==> config.mk <==
export PLATFORM = sky130hd
export DESIGN_NAME = vfc_ctrl
export DESIGN_NICKNAME = d
export VERILOG_FILES = /design/src/rtl/vfc_pkg.sv /design/src/rtl/vfc_ctrl.sv
export SDC_FILE = /design/constraint.sdc
export NUM_CORES = 1
export LEC_CHECK = 0
export BUFFER_PORTS_ARGS = -buffer_cell sky130_fd_sc_hd__buf_2
export CAP_MARGIN = 0
export CORE_AREA = 5 5 42 44
export CTS_CLUSTER_SIZE = 28
export DETAILED_ROUTE_END_ITERATION = 10
export DIE_AREA = 0 0 47 49
export PLACE_DENSITY = 0.53
export SETUP_SLACK_MARGIN = 0.1
export SLEW_MARGIN = 20
export SYNTH_ARGS = -nofsm -noshare
export SYNTH_HDL_FRONTEND = slang
export SYNTH_SLANG_ARGS = --single-unit
export TNS_END_PERCENT = 1
==> constraint.sdc <==
create_clock -name clk_i -period 3.73 [get_ports clk_i]
set_clock_uncertainty 0.2 [all_clocks]
set_input_delay 0.373 -clock clk_i [delete_from_list [all_inputs] [get_ports clk_i]]
set_output_delay 0.373 -clock clk_i [all_outputs]
set_load 0.05 [all_outputs]
==> src/rtl/vfc_pkg.sv <==
// Package for the voxel face culler: command, direction and state codes,
// the item, face and controller/datapath interface structs.
// No dependencies; every other file takes names from here by scope.
package vfc_pkg;

  localparam int unsigned CoordW = 4;
  localparam int unsigned KindW  = 8;
  localparam int unsigned DirW   = 3;

  localparam int unsigned STdataW = 24;
  localparam int unsigned STuserW = 2;
  localparam int unsigned MTdataW = 24;

  localparam logic [KindW-1:0] KIND_AIR   = 8'd0;
  localparam logic [KindW-1:0] KIND_WATER = 8'd1;

  typedef enum logic [1:0] {
    CMD_WR_CHUNK = 2'd0,
    CMD_WR_BND   = 2'd1,
    CMD_MESH     = 2'd2
  } cmd_e;

  typedef enum logic [DirW-1:0] {
    DIR_YP = 3'd0,
    DIR_YN = 3'd1,
    DIR_XP = 3'd2,
    DIR_XN = 3'd3,
    DIR_ZP = 3'd4,
    DIR_ZN = 3'd5
  } dir_e;

  typedef enum logic [1:0] {
    ST_IDLE,
    ST_SELF,
    ST_SCAN,
    ST_EMIT
  } state_e;

  typedef struct packed {
    logic [1:0]        command;
    logic [DirW-1:0]   side;
    logic [CoordW-1:0] pos_x;
    logic [CoordW-1:0] pos_y;
    logic [CoordW-1:0] pos_z;
    logic [KindW-1:0]  block_kind;
  } item_t;

  typedef struct packed {
    logic [CoordW-1:0] face_x;
    logic [CoordW-1:0] face_y;
    logic [CoordW-1:0] face_z;
    logic [DirW-1:0]   face_dir;
    logic              water_mesh;
    logic [KindW-1:0]  face_kind;
    logic              last_face;
  } face_t;

  // controller -> datapath
  typedef struct packed {
    logic            capture;
    logic            latch_self;
    logic [DirW-1:0] nb_dir;
    logic            nb_eval;
    logic [DirW-1:0] eval_dir;
    logic            emit;
  } ctrl_cmd_t;

  // datapath -> controller
  typedef struct packed {
    logic mesh_go;
    logic self_air;
    logic any_face;
    logic out_free;
    logic last_face;
  } dp_sts_t;

endpackage

==> src/rtl/vfc_ctrl.sv <==
// Controller of the voxel face culler: state machine that sequences the
// self read, six neighbour reads and face emission. Depends on vfc_pkg.
module vfc_ctrl (
  input  logic               clk_i,
  input  logic               rst_ni,
  input  logic               in_valid_i,
  output logic               in_ready_o,
  input  vfc_pkg::dp_sts_t   sts_i,
  output vfc_pkg::ctrl_cmd_t cmd_o
);

  vfc_pkg::state_e          state_q, state_d;
  logic [vfc_pkg::DirW-1:0] dir_cnt_q, dir_cnt_d;

  always_comb begin
    state_d = state_q;
    unique case (state_q)
      vfc_pkg::ST_IDLE: begin
        if (in_valid_i && sts_i.mesh_go) begin
          state_d = vfc_pkg::ST_SELF;
        end
      end
      vfc_pkg::ST_SELF: begin
        state_d = sts_i.self_air ? vfc_pkg::ST_IDLE : vfc_pkg::ST_SCAN;
      end
      vfc_pkg::ST_SCAN: begin
        if (dir_cnt_q == vfc_pkg::DIR_ZN) begin
          state_d = sts_i.any_face ? vfc_pkg::ST_EMIT : vfc_pkg::ST_IDLE;
        end
      end
      vfc_pkg::ST_EMIT: begin
        if (sts_i.out_free && sts_i.last_face) begin
          state_d = vfc_pkg::ST_IDLE;
        end
      end
      default: state_d = vfc_pkg::ST_IDLE;
    endcase
  end

  always_comb begin
    in_ready_o = 1'b0;
    cmd_o      = '0;
    dir_cnt_d  = dir_cnt_q;
    unique case (state_q)
      vfc_pkg::ST_IDLE: begin
        in_ready_o    = 1'b1;
        cmd_o.capture = in_valid_i;
      end
      vfc_pkg::ST_SELF: begin
        cmd_o.latch_self = 1'b1;
        cmd_o.nb_dir     = vfc_pkg::DIR_YP;
        dir_cnt_d        = vfc_pkg::DIR_YP;
      end
      vfc_pkg::ST_SCAN: begin
        cmd_o.nb_eval  = 1'b1;
        cmd_o.eval_dir = dir_cnt_q;
        cmd_o.nb_dir   = dir_cnt_q + 3'd1;
        dir_cnt_d      = dir_cnt_q + 3'd1;
      end
      vfc_pkg::ST_EMIT: begin
        cmd_o.emit = sts_i.out_free;
      end
      default: cmd_o = '0;
    endcase
  end

  always_ff @(posedge clk_i or negedge rst_ni) begin
    if (!rst_ni) begin
      state_q   <= vfc_pkg::ST_IDLE;
      dir_cnt_q <= '0;
    end else begin
      state_q   <= state_d;
      dir_cnt_q <= dir_cnt_d;
    end
  end

endmodule

==> results_dict.tcl, run 1 <==
set metrics [dict create \
    p_per_area_mw_per_mm2 701 \
    r2r_setup_slack_ns 2.05 \
    synth_seq_area_share_pct 31.3 \
    syn-num-nets 53 \
    synth_xor_area_share_pct 2.19 \
    synth_mux_area_share_pct 5.64 \
    synth_adder_area_share_pct 21.9 \
    critPathCapture "cmd_o[6]" \
    finalCritPeriodShare_pct 54.0 \
    ant_nets 0 \
    clkLatencyLatePin_ns 0.24 \
    yosys-top-cells-count "ha_1, and2_1, dfrtp_1" \
    clockBufferDepth 2 \
    worstSetupEndpointType "primary output" \
    fin_nets 77 \
    reg2reg_from "state_q[0]$_DFFE_PN0P_" \
    antenna_found_initial 0 \
    async_reset_ff_share_pct 100 \
    hold_ws_ns 0.273 \
    syn_avg_cell_area_sq_um 10.5 \
    postCtsSetupRepairBufs 0 \
    multiInputGateArea_sq_um 259 \
    crit_start "state_q[0]$_DFFE_PN0P_" \
    vias_per_cell 4.22 \
    fin_area_sq_um 546 \
    synth_top_area_share_pct 31.3 \
    dpl_worst_slack_ns 1.98 \
    cap_violations 0 \
    cts_tree "built" \
    num_antenna_cells 0 \
    io_buffers 18 \
    min_period_ns 2.01 \
    yosysMostFrequentCell "ha_1" \
    arrival_ns 1.44 \
    worstMarginPinSlew_ns 0.252 \
    stdcell_count 77 \
    die_x_um 47 \
    power.total_mw 0.382 \
    start_util_pct 28.5 \
    slew_violations 0 \
    io_pins 19 \
    dpl.hpwl_um 650 \
    placed_cells 72 \
    yosys.area.top_type "dfrtp_1" \
    syn_to_final_growth_pct 36.7 \
    htreeDepth 1 \
    grt_pass1_wl_mm 1.30 \
    slew_headroom_pct 83.2 \
    cts_sinks 5 \
    final-hold-violation-count 0 \
    ys_types 16 \
    syn_inst 38 \
    wl_per_cell_um 9.70 \
    grt_usage_pct 7.79 \
    seqCellArea_sq_um 125 \
    r2r-end "state_q[0]$_DFFE_PN0P_" \
    status "completed" \
    synth_top_family_by_area "adder cells" \
    synth_flop_cell "dfrtp_1" \
    coreArea_sq_mm 0.00140 \
    cp.required_ns 3.16 \
    yosysWarnings 0 \
    tns_ns 0 \
    layout-drive-gt1-share_pct 44.3 \
    fmax_ghz 0.497 \
    criticalPathCategory "register to primary output" \
    fillers 160 \
    die_h_um 49 \
    synth-compound-area-share_pct 17.6 \
    grt.overflow.total 0 \
    firstDrtPassIters 3 \
    drcViolationCount 0 \
    cp-start-kind "register" \
    ir_worst_vdd_v 0.000275 \
    grt_pass1_vias 309 \
    cts-root-buf "clkbuf_4" \
    synth_simple_gate_area_share_pct 17.6 \
    hold_path_class "input pin to async pin" \
    numCtsBuffers 3 \
    clk_pin_slew_ns 0.04 \
    rows 14 \
    power_leakage_nw 0.316 \
    place_area_sq_um 509 \
    grt_max_degree 6 \
    synth_edf_count 0 \
    reg2reg_depth 5 \
    fp.dieArea_sq_mm 0.00230 \
    gp_congestion 0.644 \
    wirelength_um 747 \
    via_count 325 \
    ys_ff_latch 5 \
    setup_ws_ns 1.72 \
    drtIter0Drc 1 \
    final-setup-viol-count 0 \
    ys_top_cells_by_area "dfrtp_1, ha_1, and2_1" \
    timing.critical_path.fanout_max 5 \
    syn_area_sq_um 399 \
    fin_util_pct 38.9 \
    grt_setup_unrepaired "false" \
]
how the worst min path moves through the flow:
stage / start / endpoint / depth (start not counted) / slack [ns]
global placement: rst_ni / state_q[0]$_DFFE_PN0P_ / 1 / -0.007
finish: rst_ni / dir_cnt_q[2]$_DFFE_PN0P_ / 2 / 0.27
floorplan: rst_ni / dir_cnt_q[0]$_DFFE_PN0P_ / 0 / -0.12
CTS: rst_ni / state_q[1]$_DFFE_PN0P_ / 2 / 0.27
detailed placement: rst_ni / state_q[0]$_DFFE_PN0P_ / 1 / -0.006
global route: rst_ni / dir_cnt_q[1]$_DFFE_PN0P_ / 2 / 0.28
logic make-up (layout without fill, tap and decap cells):
group,after synthesis,in the layout
simple gates,12,12
fa+ha+maj,7,7
compound gates,7,7
flops,5,5
buf+inv,4,27
mux,2,2
xor+xnor,1,1
metal layers:
layer  vias up  part of all wire (%)  track usage, %
li1        174                     -               -
met1       141                    39            9.17
met2        10                    49            11.3
met3         0                    12            2.58
met4         0                     0            5.53
met5         -                     0               0
sequential cells by signal (all words and copies together) (netlist names):
register and count:
dir_cnt_q 3, state_q 2
critical path: stages, from the launching register on:
cell and delay (ns):
dfrtp_1 0.40, inv_1 0.11, ha_1 0.23, nor2b_1 0.18
buf_2 0.28
layout by cell type (no fill, tap or decap), types with 2 or more instances in the layout:
master    instances
ha_1              7
and2_1            6
dfrtp_1           5
mux2_2            2
inv_1             4
nor2b_1           2
nand2_1           3
buf_2            18
clkbuf_4          3
cell type report:
type	instances	share of cell area, %
Timing Repair Buffer	19	18.3
Clock buffer	4	4.82
Sequential cell	5	22.9
Inverter	4	2.75
Tap cell	16	3.67
Multi-Input combinational cell	29	47.5
where the power goes:
part           leakage (nW)  internal, mW  switching [mW]  total, mW
combinational         0.235        0.0803           0.156      0.236
sequential           0.0669        0.0693          0.0153     0.0847
clock                0.0150        0.0404          0.0208     0.0611
timing repair:
action                    in CTS  in global routing
gates resized for setup        0                  0
hold endpoints to repair       5                  0
hold buffers                   1                  0
No activity file was read; power rests on OpenSTA's default activity.
==> run 2, diff against run 1 <==
--- a/config.mk
+++ b/config.mk
@@ -11,7 +11,7 @@
 export CTS_CLUSTER_SIZE = 28
 export DETAILED_ROUTE_END_ITERATION = 10
 export DIE_AREA = 0 0 47 49
-export PLACE_DENSITY = 0.53
+export PLACE_DENSITY = 0.55
 export SETUP_SLACK_MARGIN = 0.1
 export SLEW_MARGIN = 20
 export SYNTH_ARGS = -nofsm -noshare
==> constraint.sdc (replaced) <==
create_clock -name clk_i -period 1.8 [get_ports clk_i]
set_clock_uncertainty 0.2 [all_clocks]
set_input_delay 0.18 -clock clk_i [delete_from_list [all_inputs] [get_ports clk_i]]
set_output_delay 0.18 -clock clk_i [all_outputs]
set_load 0.05 [all_outputs]
==> run 2 against run 1 <==
Against the previous run:
- sequential share of layout area is 3.3 points lower
- core utilization is 7.1 points higher
- cell count is 1.3% higher
- power is 140% higher
- critical path depth stayed put
- global-route usage is 0.75 points higher
- worst hold slack worse by 0.19 ns
- count of clock-buffer cells in the layout stayed put
==> results_dict.tcl, run 2 (synthesis gave the netlist of run 1 again) <==
set metrics [dict create \
    status "completed" \
    die_x_um 47 \
    num_antenna_cells 0 \
    grt_max_degree 6 \
    wirelength_um 885 \
    power_leakage_nw 0.323 \
    stdcell_count 78 \
    share_seq_of_total_power_pct 19.9 \
    p_per_area_mw_per_mm2 1420 \
    fp.dieArea_sq_mm 0.00230 \
    final_cell_mix "buf_2, and2_1, buf_6" \
    io_buffers 18 \
    slew_headroom_pct 81.8 \
    r2r-end "state_q[0]$_DFFE_PN0P_" \
    swShare_pct 48.2 \
    layout-drive-gt1-share_pct 61.3 \
    antenna_found_initial 0 \
    cts_tree "built" \
    wl_per_cell_um 11.3 \
    final-setup-viol-count 0 \
    criticalPathCategory "register to primary output" \
    die_h_um 49 \
    via_count 348 \
    htreeDepth 1 \
    power.switching_mw 0.442 \
    final-hold-violation-count 0 \
    drtIter0Drc 1 \
    grt_setup_unrepaired "true" \
    path_buf_inv 1 \
    placed_cells 72 \
    coreArea_sq_mm 0.00140 \
    cap_violations 0 \
    worstMarginPinSlew_ns 0.274 \
    worstSetupEndpointType "primary output" \
    fmax_ghz 0.599 \
    syn_to_final_growth_pct 61.4 \
    cp.required_ns 1.42 \
    grt_usage_pct 8.54 \
    p_int_mw 0.476 \
    path_cells "ha_2, xor2_1, and2_4, buf_8" \
    grt_pass1_wl_mm 1.42 \
    cts_sinks 5 \
    tns_ns 0 \
    slew_violations 0 \
    gp_congestion 0.635 \
    clk_pin_slew_ns 0.04 \
    drcViolationCount 0 \
    mostFrequentLayoutCell "buf_2" \
    largest_register_ffs 3 \
    min_period_ns 1.67 \
    grt_pass1_vias 353 \
    clkLatencyLatePin_ns 0.23 \
    crit_family "flip-flops" \
    reg2reg_from "state_q[0]$_DFFE_PN0P_" \
    cts-root-buf "clkbuf_4" \
    ir_worst_vdd_v 0.000513 \
    dpl.hpwl_um 721 \
    finalCritPeriodShare_pct 92.7 \
    top_regs "dir_cnt_q x3, state_q x2" \
    firstDrtPassIters 2 \
    critPathMaxStageDelay_ns 0.42 \
    io_pins 19 \
    ant_nets 0 \
    fin_nets 78 \
    slowest_stage "dfrtp_2" \
    grt.overflow.total 0 \
    hold_path_class "input pin to async pin" \
    start_util_pct 28.5 \
    numCtsBuffers 3 \
    vias_per_cell 4.46 \
    rows 14 \
    timing.critical_path.fanout_max 4 \
    reg2reg_depth 5 \
    regMostFlops "dir_cnt_q" \
    combPwrFrac_pct 66.5 \
    clockBufferDepth 2 \
    r2r_setup_slack_ns 0.17 \
    clock_power_share_pct 13.6 \
    cp-start-kind "register" \
    arrival_ns 1.29 \
]
run 2: power groups by stage:
stage / registers, mW / logic [mW] / clock network (mW)
finish: 0.182 / 0.611 / 0.125
global route: 0.190 / 0.656 / 0.135
CTS: 0.178 / 0.566 / 0.133
detailed placement: 0.184 / 0.533 / 0
global placement: 0.181 / 0.528 / 0
floorplan: 0.175 / 0.446 / 0
run 2: through the flow:
step | cell area [sq um] | util [%] | worst slack, ns | hold WS (ns) | power (mW)
6_report | 644 | 46.0 | 0.131 | 0.0799 | 0.918
5_1_grt | 644 | 46.0 | 0.0602 | 0.0898 | 0.981
4_1_cts | 597 | 42.6 | 0.0529 | 0.0720 | 0.876
3_5_place_dp | 531 | 37.9 | 0.138 | -0.201 | 0.716
3_3_place_gp | 531 | 37.9 | 0.181 | -0.199 | 0.709
2_1_floorplan | 420 | - | 0.0578 | -0.316 | 0.621
run 2: worst max path at each step:
stage	slack, ns	to	start	cells past startpoint
2_1_floorplan	0.06	dir_cnt_q[0]$_DFFE_PN0P_	state_q[0]$_DFFE_PN0P_	4
3_3_place_gp	0.18	state_q[0]$_DFFE_PN0P_	state_q[0]$_DFFE_PN0P_	5
3_5_place_dp	0.14	state_q[0]$_DFFE_PN0P_	state_q[0]$_DFFE_PN0P_	5
4_1_cts	0.05	cmd_o[9]	state_q[1]$_DFFE_PN0P_	4
5_1_grt	0.06	cmd_o[1]	state_q[0]$_DFFE_PN0P_	4
6_report	0.13	cmd_o[7]	dir_cnt_q[0]$_DFFE_PN0P_	4
run 2: layer usage:
| metal | track usage [%] | wire, um | up-vias |
|---|---|---|---|
| met1 | 8.85 | 352 | 159 |
| met4 | 6.91 | 0 | 0 |
| met3 | 1.11 | 73 | 0 |
| met2 | 14.3 | 459 | 11 |
| li1 | - | - | 178 |
| met5 | 0 | 0 | - |
run 2: cell type report:
cell class / instances / area (sq um)
fillers: 157 / 757
multi-input cells: 29 / 305
well taps: 16 / 20.0
clock buffers: 4 / 26.3
inverters: 4 / 15.0
repair buffers: 20 / 151
flip-flops and latches: 5 / 126
run 2: what timing repair did:
item,4_1_cts,5_1_grt
resized for setup,9,12
hold buffers,1,0
pin swaps,0,1
setup buffers,1,0
endpoints found under the setup margin,7,10
hold endpoints to repair,5,0
==> run 3, diff against run 2 <==
--- a/config.mk
+++ b/config.mk
@@ -11,7 +11,6 @@
 export CTS_CLUSTER_SIZE = 28
 export DETAILED_ROUTE_END_ITERATION = 10
 export DIE_AREA = 0 0 47 49
-export PLACE_DENSITY = 0.55
 export SETUP_SLACK_MARGIN = 0.1
 export SLEW_MARGIN = 20
 export SYNTH_ARGS = -nofsm -noshare
==> run 3 against run 2 <==
Against the previous run:
- first-iteration DRC count decreased by 100%
- power down 2.6%
- die area stayed put
- critical path type unchanged
- largest cell class unchanged
==> results_dict.tcl, run 3 (synthesis gave the netlist of run 1 again) <==
set metrics [dict create \
    status "completed" \
    die_x_um 47 \
    io_pins 19 \
    final-setup-viol-count 0 \
    fin_nets 78 \
    cap_violations 0 \
    io_buffers 18 \
    slew_headroom_pct 82.1 \
    fp.dieArea_sq_mm 0.00230 \
    worstMarginPinSlew_ns 0.268 \
    grt_pass1_vias 335 \
    reg2reg_depth 5 \
    layout-drive-gt1-share_pct 58.1 \
    top_usage_layer "met2" \
    grt_max_degree 6 \
    numCtsBuffers 3 \
    largest_register_ffs 3 \
    p_per_area_mw_per_mm2 1450 \
    tns_ns 0 \
    hold_ws_ns 0.0885 \
    final_cell_mix "buf_2, buf_4, and2_1, ha_1, dfrtp_1" \
    ir_worst_vdd_v 0.000696 \
    final-hold-violation-count 0 \
    clkLatencyLatePin_ns 0.23 \
    fillers 148 \
    cts-root-buf "clkbuf_4" \
    seqCellArea_sq_um 126 \
    ant_nets 0 \
    drtIter0Drc 0 \
    syn_to_final_growth_pct 53.9 \
    crit_start "state_q[0]$_DFFE_PN0P_" \
    wl_per_cell_um 10.7 \
    grt_usage_pct 8.13 \
    finalCritPeriodShare_pct 94.5 \
    use_met3_pct 2.21 \
    slowest_stage "dfrtp_1" \
    via_count 336 \
    clk_pin_slew_ns 0.04 \
    path_cells "inv_2, ha_2, nor2b_4, buf_4" \
    drcViolationCount 0 \
    arrival_ns 1.32 \
    firstDrtPassIters 1 \
    hold_path_class "input pin to async pin" \
    power_leakage_nw 0.323 \
    grt_pass1_wl_mm 1.39 \
    reg2reg_from "state_q[0]$_DFFE_PN0P_" \
    coreArea_sq_mm 0.00140 \
    fin_util_pct 43.8 \
    rows 14 \
    multiInputGateArea_sq_um 290 \
    die_h_um 49 \
    met2_usage_pct 13.1 \
    dpl_worst_slack_ns 0.149 \
    clockBufferDepth 2 \
    path_buf_inv 2 \
    htreeDepth 1 \
    vias_per_cell 4.31 \
    gp_congestion 0.692 \
    cp-start-kind "register" \
    fmax_ghz 0.588 \
    antenna_found_initial 0 \
    min_period_ns 1.70 \
    cp.required_ns 1.42 \
    cts_sinks 5 \
    grt.overflow.total 0 \
    setup_ws_ns 0.0983 \
    slew_violations 0 \
    r2r-end "state_q[0]$_DFFE_PN0P_" \
    regMostFlops "dir_cnt_q" \
    use_met1_pct 8.69 \
    timing.critical_path.fanout_max 5 \
    num_antenna_cells 0 \
    start_util_pct 28.5 \
    criticalPathCategory "register to primary output" \
    worstSetupEndpointType "primary output" \
    mostFrequentLayoutCell "buf_2" \
    r2r_setup_slack_ns 0.15 \
    critPathMaxStageDelay_ns 0.41 \
    crit_family "flip-flops" \
    place_area_sq_um 531 \
    cts_tree "built" \
    grt_setup_unrepaired "true" \
    dpl.hpwl_um 693 \
    top_regs "dir_cnt_q x3, state_q x2" \
    wirelength_um 832 \
    fin_area_sq_um 614 \
]
-- run 3: cell counts in the layout (fill, tap and decap cells not counted) --
Identical to the previous run, type by type.
-- run 3: final cells by class --
class,instances,share of cell area (%)
multi-input cells,29,47.3
inverters,4,2.44
clock buffers,4,4.28
well taps,16,3.26
repair buffers,20,22.2
flip-flops and latches,5,20.6
-- run 3: how the worst max path moves through the flow --
stage                               endpoint  slack, ns  cells past startpoint
finish                              cmd_o[5]        0.1                      4
global placement      state_q[0]$_DFFE_PN0P_       0.19                      5
global route                        cmd_o[7]       0.03                      4
CTS                                 cmd_o[5]       0.08                      4
floorplan           dir_cnt_q[0]$_DFFE_PN0P_       0.06                      4
detailed placement    state_q[0]$_DFFE_PN0P_       0.15                      5
-- run 3: worst register-to-register path, delay by kind of cell (launching register included) --
kind | cells | cell delay, ns
AO/OA/AOI/OAI | 3 | 0.64
flip-flops | 1 | 0.40
adder cells (fa/ha/maj) | 1 | 0.21
buffers and inverters | 1 | 0.08
-- run 3: layer usage --
metal | routed length [um] | vias up
met5 | 0 | -
li1 | - | 178
met3 | 77 | 0
met1 | 300 | 150
met4 | 0 | 0
met2 | 454 | 8
-- run 3: report_power, final --
part / internal (mW) / switching (mW) / total [mW]
Sequential: 0.146 / 0.0360 / 0.182
Combinational: 0.236 / 0.352 / 0.588
Clock: 0.0834 / 0.0400 / 0.123
Total: 0.465 / 0.429 / 0.893
-- run 3: per-stage QoR --
step                total power, mW  cells
floorplan                     0.621     38
global placement              0.705     72
detailed placement            0.709     72
CTS                           0.901     78
global route                  0.954     78
finish                        0.893     78
-- run 3: timing repair --
item	4_1_cts	5_1_grt
gates cloned	0	0
resized for setup	13	1
hold buffers	1	0
setup buffers	1	0
hold endpoints to repair	5	0
endpoints found under the setup margin	7	10
